$ cat src/rtl/nwtp_pkg.sv
// ----------------------------------------------------------------------------
// nwtp_pkg
// Commands, register indexes and cell control types of the waypoint picker.
// ----------------------------------------------------------------------------
package nwtp_pkg;

  // Commands carried in the input tuser.
  localparam logic [1:0] CMD_LOAD  = 2'd0;
  localparam logic [1:0] CMD_NEXT  = 2'd1;
  localparam logic [1:0] CMD_CLEAR = 2'd2;

  // Configuration register indexes.
  localparam int unsigned CFG_ADDR_W = 2;
  localparam logic [CFG_ADDR_W-1:0] CFG_BASE_X = 2'd0;
  localparam logic [CFG_ADDR_W-1:0] CFG_BASE_Y = 2'd1;
  localparam logic [CFG_ADDR_W-1:0] CFG_BASE_Z = 2'd2;

  // Slot select width, wide enough for the deepest supported table (64).
  localparam int unsigned SEL_W = 6;

  // Latency of the distance pipeline in cycles.
  localparam int unsigned DIST_LAT = 3;

  typedef enum logic [1:0] {
    CELL_HOLD,
    CELL_LOAD,
    CELL_ROTATE,
    CELL_REMOVE
  } cell_op_t;

  typedef struct packed {
    cell_op_t         op;
    logic [SEL_W-1:0] sel;
  } cell_ctrl_t;

endpackage

$ cat src/rtl/nwtp_cell.sv
// ----------------------------------------------------------------------------
// nwtp_cell
// One waypoint slot of the table ring: loads, rotates or closes a gap.
// ----------------------------------------------------------------------------
module nwtp_cell #(
  parameter int IDX = 0,
  parameter int CW  = 16
) (
  input  logic                 clk,
  input  nwtp_pkg::cell_ctrl_t ctrl,
  input  logic [3*CW-1:0]      load_pt,
  input  logic [3*CW-1:0]      nbr_pt,
  output logic [3*CW-1:0]      pt
);
  import nwtp_pkg::*;

  logic [3*CW-1:0] pt_r;
  logic [3*CW-1:0] pt_nxt;

  always_comb begin
    pt_nxt = pt_r;
    case (ctrl.op)
      CELL_LOAD: begin
        if (ctrl.sel == SEL_W'(IDX)) begin
          pt_nxt = load_pt;
        end
      end
      CELL_ROTATE: begin
        pt_nxt = nbr_pt;
      end
      CELL_REMOVE: begin
        // Slots at and above the removed one take their upper neighbor.
        if (ctrl.sel <= SEL_W'(IDX)) begin
          pt_nxt = nbr_pt;
        end
      end
      default: begin
        pt_nxt = pt_r;
      end
    endcase
  end

  always_ff @(posedge clk) begin
    pt_r <= pt_nxt;
  end

  assign pt = pt_r;

endmodule

$ cat src/rtl/nwtp_dist.sv
// ----------------------------------------------------------------------------
// nwtp_dist
// Three-stage squared distance pipeline: absolute differences, squares, sum.
// ----------------------------------------------------------------------------
module nwtp_dist #(
  parameter int CW = 16,
  parameter int IW = 3
) (
  input  logic              clk,
  input  logic              rst_n,
  input  logic              in_vld,
  input  logic [IW-1:0]     in_idx,
  input  logic [3*CW-1:0]   in_pt,
  input  logic [3*CW-1:0]   pos,
  output logic              out_vld,
  output logic [IW-1:0]     out_idx,
  output logic [3*CW-1:0]   out_pt,
  output logic [2*CW+1:0]   out_dist
);
  import nwtp_pkg::*;

  localparam int DW = 2 * CW + 2;

  logic [DIST_LAT-1:0] vld_r;
  logic [IW-1:0]       idx1_r, idx2_r, idx3_r;
  logic [3*CW-1:0]     pt1_r, pt2_r, pt3_r;
  logic [CW-1:0]       abs_nxt [3];
  logic [CW-1:0]       abs_r   [3];
  logic [2*CW-1:0]     sq_r    [3];
  logic [DW-1:0]       sum_r;

  // Each difference is one bit wider than a coordinate, so it is exact.
  always_comb begin
    logic signed [CW:0] a;
    logic signed [CW:0] b;
    logic signed [CW:0] d;
    for (int c = 0; c < 3; c++) begin
      a = {in_pt[c*CW+CW-1], in_pt[c*CW +: CW]};
      b = {pos[c*CW+CW-1], pos[c*CW +: CW]};
      d = a - b;
      abs_nxt[c] = d[CW] ? CW'(-d) : d[CW-1:0];
    end
  end

  always_ff @(posedge clk) begin
    if (!rst_n) begin
      vld_r <= '0;
    end else begin
      vld_r <= {vld_r[DIST_LAT-2:0], in_vld};
    end
  end

  always_ff @(posedge clk) begin
    idx1_r <= in_idx;
    pt1_r  <= in_pt;
    for (int c = 0; c < 3; c++) begin
      abs_r[c] <= abs_nxt[c];
      sq_r[c]  <= abs_r[c] * abs_r[c];
    end
    idx2_r <= idx1_r;
    pt2_r  <= pt1_r;
    sum_r  <= DW'(sq_r[0]) + DW'(sq_r[1]) + DW'(sq_r[2]);
    idx3_r <= idx2_r;
    pt3_r  <= pt2_r;
  end

  assign out_vld  = vld_r[DIST_LAT-1];
  assign out_idx  = idx3_r;
  assign out_pt   = pt3_r;
  assign out_dist = sum_r;

endmodule

$ cat src/rtl/nearest_waypoint_tour_picker.sv
// ----------------------------------------------------------------------------
// nearest_waypoint_tour_picker
// Waypoint table that hands out the stored point nearest the current position.
// ----------------------------------------------------------------------------
// The block keeps up to TABLE_DEPTH waypoints in a ring of slot cells, packed
// in load order. Each input beat carries a command in tuser: load stores the
// beat's point in the next free slot (status is set and nothing changes when
// the table is full), clear empties the table, and next returns the stored
// point nearest the beat's position by squared distance, ties to the earliest
// loaded, removes it and raises the mission flag. A next on an empty table
// returns the base position from the configuration registers with is_base set
// and drops the mission flag. Every input beat yields exactly one output beat.
// Load, clear, an empty next and unused commands pass through the post state
// back to idle. A next on a non-empty table rotates the ring once through all
// TABLE_DEPTH slots, feeding one occupied slot per cycle into a single
// three-stage distance pipeline; then the pipeline drains, the remove state
// closes the gap left by the chosen slot and the post state posts the result.
// The output register decouples the result from the input side, so an input
// beat is taken while an earlier result still waits for out_tready.
// ----------------------------------------------------------------------------
module nearest_waypoint_tour_picker #(
  parameter int TABLE_DEPTH = 8,
  parameter int COORD_WIDTH = 16
) (
  input  logic                              clk,
  input  logic                              rst_n,
  // Configuration write port.
  input  logic                              cfg_we,
  input  logic [nwtp_pkg::CFG_ADDR_W-1:0]   cfg_addr,
  input  logic [COORD_WIDTH-1:0]            cfg_wdata,
  // Input stream.
  input  logic                              in_tvalid,
  output logic                              in_tready,
  // tdata: coord_x, coord_y, coord_z from bit 0 up, zero padded to bytes.
  input  logic [((3*COORD_WIDTH+7)/8)*8-1:0] in_tdata,
  // tuser: cmd.
  input  logic [1:0]                        in_tuser,
  // Output stream.
  output logic                              out_tvalid,
  input  logic                              out_tready,
  // tdata: dest_x, dest_y, dest_z from bit 0 up, zero padded to bytes.
  output logic [((3*COORD_WIDTH+7)/8)*8-1:0] out_tdata,
  // tuser: is_base, mission_active, status from bit 0 up.
  output logic [2:0]                        out_tuser
);
  import nwtp_pkg::*;

  localparam int CW          = COORD_WIDTH;
  localparam int PT_W        = 3 * CW;
  localparam int IN_TDATA_W  = ((PT_W + 7) / 8) * 8;
  localparam int OUT_TDATA_W = ((PT_W + 7) / 8) * 8;
  localparam int IW          = $clog2(TABLE_DEPTH);
  localparam int CNTW        = $clog2(TABLE_DEPTH + 1);
  localparam int DW          = 2 * CW + 2;

  typedef enum logic [2:0] {
    S_IDLE,
    S_SCAN,
    S_DRAIN,
    S_REMOVE,
    S_POST
  } state_t;

  // Control and status registers.
  state_t            state_r,      state_nxt;
  logic [CNTW-1:0]   cnt_r,        cnt_nxt;
  logic              active_r,     active_nxt;
  logic [PT_W-1:0]   base_r,       base_nxt;
  logic [IW-1:0]     k_r,          k_nxt;
  logic [1:0]        drain_r,      drain_nxt;
  logic              have_best_r,  have_best_nxt;
  logic              out_valid_r,  out_valid_nxt;
  // Payload registers.
  logic [PT_W-1:0]   pos_r,        pos_nxt;
  logic [DW-1:0]     best_dist_r,  best_dist_nxt;
  logic [IW-1:0]     best_idx_r,   best_idx_nxt;
  logic [PT_W-1:0]   best_pt_r,    best_pt_nxt;
  logic [PT_W-1:0]   res_pt_r,     res_pt_nxt;
  logic [2:0]        res_flags_r,  res_flags_nxt;
  logic [PT_W-1:0]   out_pt_r,     out_pt_nxt;
  logic [2:0]        out_flags_r,  out_flags_nxt;

  cell_ctrl_t        cell_ctrl;
  logic [PT_W-1:0]   cell_pt [TABLE_DEPTH];
  logic [PT_W-1:0]   in_pt;
  logic              in_acc;

  logic              dist_in_vld;
  logic              dist_vld;
  logic [IW-1:0]     dist_idx;
  logic [PT_W-1:0]   dist_pt;
  logic [DW-1:0]     dist_val;

  assign in_pt     = in_tdata[PT_W-1:0];
  assign in_tready = (state_r == S_IDLE);
  assign in_acc    = in_tvalid & in_tready;

  // Slot 0 of the ring feeds the distance pipeline while the ring rotates.
  assign dist_in_vld = (state_r == S_SCAN) && (CNTW'(k_r) < cnt_r);

  // Table ring: each cell's neighbor is the next slot, the top wraps to slot 0.
  for (genvar i = 0; i < TABLE_DEPTH; i++) begin : g_cell
    localparam int NXT = (i + 1) % TABLE_DEPTH;
    nwtp_cell #(
      .IDX (i),
      .CW  (CW)
    ) u_cell (
      .clk     (clk),
      .ctrl    (cell_ctrl),
      .load_pt (in_pt),
      .nbr_pt  (cell_pt[NXT]),
      .pt      (cell_pt[i])
    );
  end

  nwtp_dist #(
    .CW (CW),
    .IW (IW)
  ) u_dist (
    .clk      (clk),
    .rst_n    (rst_n),
    .in_vld   (dist_in_vld),
    .in_idx   (k_r),
    .in_pt    (cell_pt[0]),
    .pos      (pos_r),
    .out_vld  (dist_vld),
    .out_idx  (dist_idx),
    .out_pt   (dist_pt),
    .out_dist (dist_val)
  );

  always_comb begin
    state_nxt     = state_r;
    cnt_nxt       = cnt_r;
    active_nxt    = active_r;
    base_nxt      = base_r;
    k_nxt         = k_r;
    drain_nxt     = drain_r;
    have_best_nxt = have_best_r;
    pos_nxt       = pos_r;
    best_dist_nxt = best_dist_r;
    best_idx_nxt  = best_idx_r;
    best_pt_nxt   = best_pt_r;
    res_pt_nxt    = res_pt_r;
    res_flags_nxt = res_flags_r;
    out_pt_nxt    = out_pt_r;
    out_flags_nxt = out_flags_r;
    out_valid_nxt = out_valid_r & ~out_tready;
    cell_ctrl.op  = CELL_HOLD;
    cell_ctrl.sel = '0;

    // Base position registers; the user writes them only while idle.
    if (cfg_we) begin
      case (cfg_addr)
        CFG_BASE_X: base_nxt[0*CW +: CW] = cfg_wdata;
        CFG_BASE_Y: base_nxt[1*CW +: CW] = cfg_wdata;
        CFG_BASE_Z: base_nxt[2*CW +: CW] = cfg_wdata;
        default:    base_nxt = base_r;
      endcase
    end

    // Keep the first strictly smaller distance, so ties stay with the
    // earliest loaded slot.
    if (dist_vld && (!have_best_r || (dist_val < best_dist_r))) begin
      have_best_nxt = 1'b1;
      best_dist_nxt = dist_val;
      best_idx_nxt  = dist_idx;
      best_pt_nxt   = dist_pt;
    end

    case (state_r)
      S_IDLE: begin
        if (in_acc) begin
          res_pt_nxt    = '0;
          res_flags_nxt = {1'b0, active_r, 1'b0};
          state_nxt     = S_POST;
          case (in_tuser)
            CMD_LOAD: begin
              if (cnt_r < CNTW'(TABLE_DEPTH)) begin
                cell_ctrl.op  = CELL_LOAD;
                cell_ctrl.sel = SEL_W'(cnt_r);
                cnt_nxt       = cnt_r + CNTW'(1);
              end else begin
                res_flags_nxt = {1'b1, active_r, 1'b0};
              end
            end
            CMD_NEXT: begin
              if (cnt_r == '0) begin
                res_pt_nxt    = base_r;
                res_flags_nxt = {1'b0, 1'b0, 1'b1};
                active_nxt    = 1'b0;
              end else begin
                pos_nxt       = in_pt;
                k_nxt         = '0;
                have_best_nxt = 1'b0;
                state_nxt     = S_SCAN;
              end
            end
            CMD_CLEAR: begin
              cnt_nxt = '0;
            end
            default: begin
              cnt_nxt = cnt_r;
            end
          endcase
        end
      end
      S_SCAN: begin
        cell_ctrl.op = CELL_ROTATE;
        k_nxt        = k_r + IW'(1);
        if (k_r == IW'(TABLE_DEPTH - 1)) begin
          drain_nxt = 2'(DIST_LAT - 1);
          state_nxt = S_DRAIN;
        end
      end
      S_DRAIN: begin
        drain_nxt = drain_r - 2'd1;
        if (drain_r == '0) begin
          state_nxt = S_REMOVE;
        end
      end
      S_REMOVE: begin
        cell_ctrl.op  = CELL_REMOVE;
        cell_ctrl.sel = SEL_W'(best_idx_r);
        cnt_nxt       = cnt_r - CNTW'(1);
        active_nxt    = 1'b1;
        res_pt_nxt    = best_pt_r;
        res_flags_nxt = {1'b0, 1'b1, 1'b0};
        state_nxt     = S_POST;
      end
      S_POST: begin
        if (!out_valid_r || out_tready) begin
          out_valid_nxt = 1'b1;
          out_pt_nxt    = res_pt_r;
          out_flags_nxt = res_flags_r;
          state_nxt     = S_IDLE;
        end
      end
      default: begin
        state_nxt = S_IDLE;
      end
    endcase
  end

  always_ff @(posedge clk) begin
    if (!rst_n) begin
      state_r     <= S_IDLE;
      cnt_r       <= '0;
      active_r    <= 1'b0;
      base_r      <= '0;
      k_r         <= '0;
      drain_r     <= '0;
      have_best_r <= 1'b0;
      out_valid_r <= 1'b0;
    end else begin
      state_r     <= state_nxt;
      cnt_r       <= cnt_nxt;
      active_r    <= active_nxt;
      base_r      <= base_nxt;
      k_r         <= k_nxt;
      drain_r     <= drain_nxt;
      have_best_r <= have_best_nxt;
      out_valid_r <= out_valid_nxt;
    end
    pos_r       <= pos_nxt;
    best_dist_r <= best_dist_nxt;
    best_idx_r  <= best_idx_nxt;
    best_pt_r   <= best_pt_nxt;
    res_pt_r    <= res_pt_nxt;
    res_flags_r <= res_flags_nxt;
    out_pt_r    <= out_pt_nxt;
    out_flags_r <= out_flags_nxt;
  end

  assign out_tvalid = out_valid_r;
  assign out_tdata  = OUT_TDATA_W'(out_pt_r);
  assign out_tuser  = out_flags_r;

endmodule

$ cat config.mk
export PLATFORM = sky130hd
export DESIGN_NAME = nearest_waypoint_tour_picker
export DESIGN_NICKNAME = d
export VERILOG_FILES = /design/src/rtl/nwtp_pkg.sv /design/src/rtl/nwtp_cell.sv /design/src/rtl/nwtp_dist.sv /design/src/rtl/nearest_waypoint_tour_picker.sv
export SDC_FILE = /design/constraint.sdc
export NUM_CORES = 2
export LEC_CHECK = 0
export BUFFER_PORTS_ARGS = -buffer_cell sky130_fd_sc_hd__buf_2
export CAP_MARGIN = 20
export CORE_MARGIN = 5
export CORE_UTILIZATION = 50
export CTS_BUF_LIST = sky130_fd_sc_hd__clkbuf_4 sky130_fd_sc_hd__clkbuf_8 sky130_fd_sc_hd__clkbuf_16
export DETAILED_ROUTE_END_ITERATION = 12
export PLACE_DENSITY = 0.66
export SLEW_MARGIN = 0
export SYNTH_ARGS = -nofsm -noshare
export SYNTH_HDL_FRONTEND = slang
export SYNTH_HIERARCHICAL = 1
export SYNTH_SLANG_ARGS = --single-unit
$ cat constraint.sdc
create_clock -name clk -period 8.5 [get_ports clk]
set_clock_uncertainty 0.05 [all_clocks]
set_input_delay 1.7 -clock clk [delete_from_list [all_inputs] [get_ports clk]]
set_output_delay 1.7 -clock clk [all_outputs]
set_load 0.03 [all_outputs]
==> out/metrics.cfg <==
[clock_network]
cts-resized-gates=0
cts_tree=built
clk_pin_slew_ns=0.07
numCtsBuffers=104
clockBufferDepth=3
holdBufCountCts=0
clk_latency_ns=0.73
cts_sinks=1013
ctsRootBufferMaster=clkbuf_16
post-cts-setup-buffers=0
cts.htree.levels=3

[sta]
rsz0062_at_grt=false
timing.fmax_ghz=0.141
slew_headroom_pct=21.9
drv_slew=0
finalCritPeriodShare_pct=83.7
setup_tns_ns=0
hold_violations=0
tightest_slew_ns=1.17
setup_slack_ns=1.39
min_period_ns=7.11
setup-violations-final=0

[drt]
drtIter0Drc=2266
antenna_left=0
routedWlPerCell_um=18.5
drt_first_pass_iters=8
routed_wl_um=134000
drc_errors=0
routed_via_density=5.25
num_vias=38100

[synth]
syn-cell-area_um2=62200
synth_common_cells=inv_1, edfxtp_1, nand2_1
ys_seq_area_share_pct=42.5
synth_seq_cells=1013
synthArstFlopShare_pct=0
synthTopCellsByArea=edfxtp_1, fa_1, dfxtp_1
synth_ff_type=edfxtp_1
synth_top_cell_by_area=edfxtp_1
synth_cells=5388
synth_top_area_share_pct=29.9
yosysMostFrequentCell=inv_1
syn_area_per_cell_um2=11.5
synth_cell_types=98
synth_edf_count=619
synth_warnings=6

[worst_setup_path]
reg2reg_to=u_dist/sq_r[0][95]
path_max_fanout=18
start_kind=register
rrSetupSlack_ns=1.39
reg2reg_from=u_dist/abs_r[0][36]
crit_arrival_ns=7.72
endpoint_kind=register
cp.required_ns=9.11
crit_type=register to register
rr_worst_depth=23

[floorplanning]
boundaryPins=126
initial_core_util_pct=50.3
fp.dieH_um=363
coreArea_um2=124000
die_w_um=363
rows=129
die_area_um2=132000

[hold_path]
hold_path.class=register to register
min_delay_path_depth=0
holdPathEnd=u_dist/pt2_r[28]
hold_start=u_dist/pt1_r[28]

[finish]
fillCellCount=10600
drive_gt1_share_pct=14.2
fin_util_pct=55.1
synthToLayoutAreaGrowth_pct=9.52
stdcell_area_um2=68100
largest_reg_flops=384
final_net_count=6541

[outcome]
outcome=finished, final reports clean

[placed_design]
dp_hpwl_um=98700
placed_cell_area_um2=64500
place_ws_ns=1.45
numPortBuffers=125
place_congestion=0.877

[grt]
antenna_found_initial=22
grt_max_degree=197
grt_pass1_wl_um=214000
gr-total-overflow=0
track_usage_pct=20.6
grt_pass1_vias=38700

[flow_run]
maxCapViolCount=0

## critical path, cell delays in order, from the launching register on
cell and delay, ns:
dfxtp_1 0.82, nand2_1 0.21, inv_1 0.11, fa_1 0.40, inv_1 0.08, fa_1 0.40, inv_1 0.08, fa_1 0.44
fa_1 0.52, fa_1 0.50, inv_1 0.05, fa_1 0.52, inv_1 0.06, ha_1 0.32, a21oi_1 0.15, o21a_1 0.17
a21boi_0 0.44, a211oi_1 0.22, a211o_1 0.37, a41oi_1 0.39, o21a_1 0.21, o311ai_0 0.17, a21oi_1 0.21, xnor2_1 0.13
## cell families (layout without fill, tap and decap cells)
group | count (synthesis) | after routing | share of synthesized area (%)
xor gates and xnor gates | 220 | 220 | 3.12
other | 1 | 30 | 0.00603
AOI/OAI and AO/OA | 666 | 666 | 6.87
and+or+nand+nor | 1109 | 1109 | 8.42
buffers and inverters | 1036 | 1235 | 6.59
DFF | 1013 | 1013 | 42.5
muxes | 396 | 396 | 7.48
adders and majority gates | 947 | 947 | 25.0
## metal layers
metal | up-vias | share of wire, % | global-route usage [%]
met3 | 171 | 5.2 | 2.86
met2 | 814 | 46 | 33.2
met1 | 18900 | 47 | 29.6
met5 | - | 0.051 | 0
li1 | 18200 | - | -
met4 | 10 | 2.1 | 5.17
## cells in the final DEF (no fill, tap or decap), drive strengths merged, types with 15 or more instances in the layout
cell and count:
a211oi 20, a21o 74, a21oi 215, a31o 17, a31oi 18, and2 143
and3 22, buf 149, clkbuf 139, clkinv 43, conb 27, dfxtp 394
edfxtp 619, fa 491, ha 456, inv 895, mux2 389, nand2 510
nand2b 30, nand3 43, nand4 16, nor2 182, nor2b 46, nor3 37
o21a 37, o21ai 139, o21bai 29, o31ai 23, or2 16, or3 15
xnor2 165, xor2 54
## final cells by class
| cell class | instances | area [um^2] | share of cell area (%) |
|---|---|---|---|
| Timing Repair Buffer | 149 | 818 | 1.20 |
| Inverter | 888 | 3330 | 4.89 |
| Multi-Input combinational cell | 3365 | 31800 | 46.7 |
| Sequential cell | 1013 | 26500 | 38.9 |
| Antenna cell | 3 | 7.51 | 0.0110 |
| Tap cell | 1637 | 2050 | 3.01 |
| Clock buffer | 139 | 2990 | 4.38 |
| Clock inverter | 59 | 628 | 0.922 |
## per-stage QoR
step,hold slack [ns],instances
3_5_place_dp,0.262,7052
6_report,0.229,7253
3_3_place_gp,0.260,7052
2_1_floorplan,0.260,5414
5_1_grt,0.239,7250
4_1_cts,0.229,7250
## worst max-delay path by stage
stage	start	endpoint	slack (ns)
global placement	u_dist/abs_r[0][24]	u_dist/sq_r[0][55]	1.68
CTS	u_dist/abs_r[0][36]	u_dist/sq_r[0][95]	1.41
detailed placement	u_dist/abs_r[0][36]	u_dist/sq_r[0][95]	1.45
floorplan	best_dist_r[15]	best_dist_r[0]	0.18
finish	u_dist/abs_r[0][36]	u_dist/sq_r[0][95]	1.39
global route	u_dist/abs_r[0][36]	u_dist/sq_r[0][95]	0.90
Power is not shown: default switching activity piles up to over one toggle a cycle in this logic, so the estimate is an artifact.
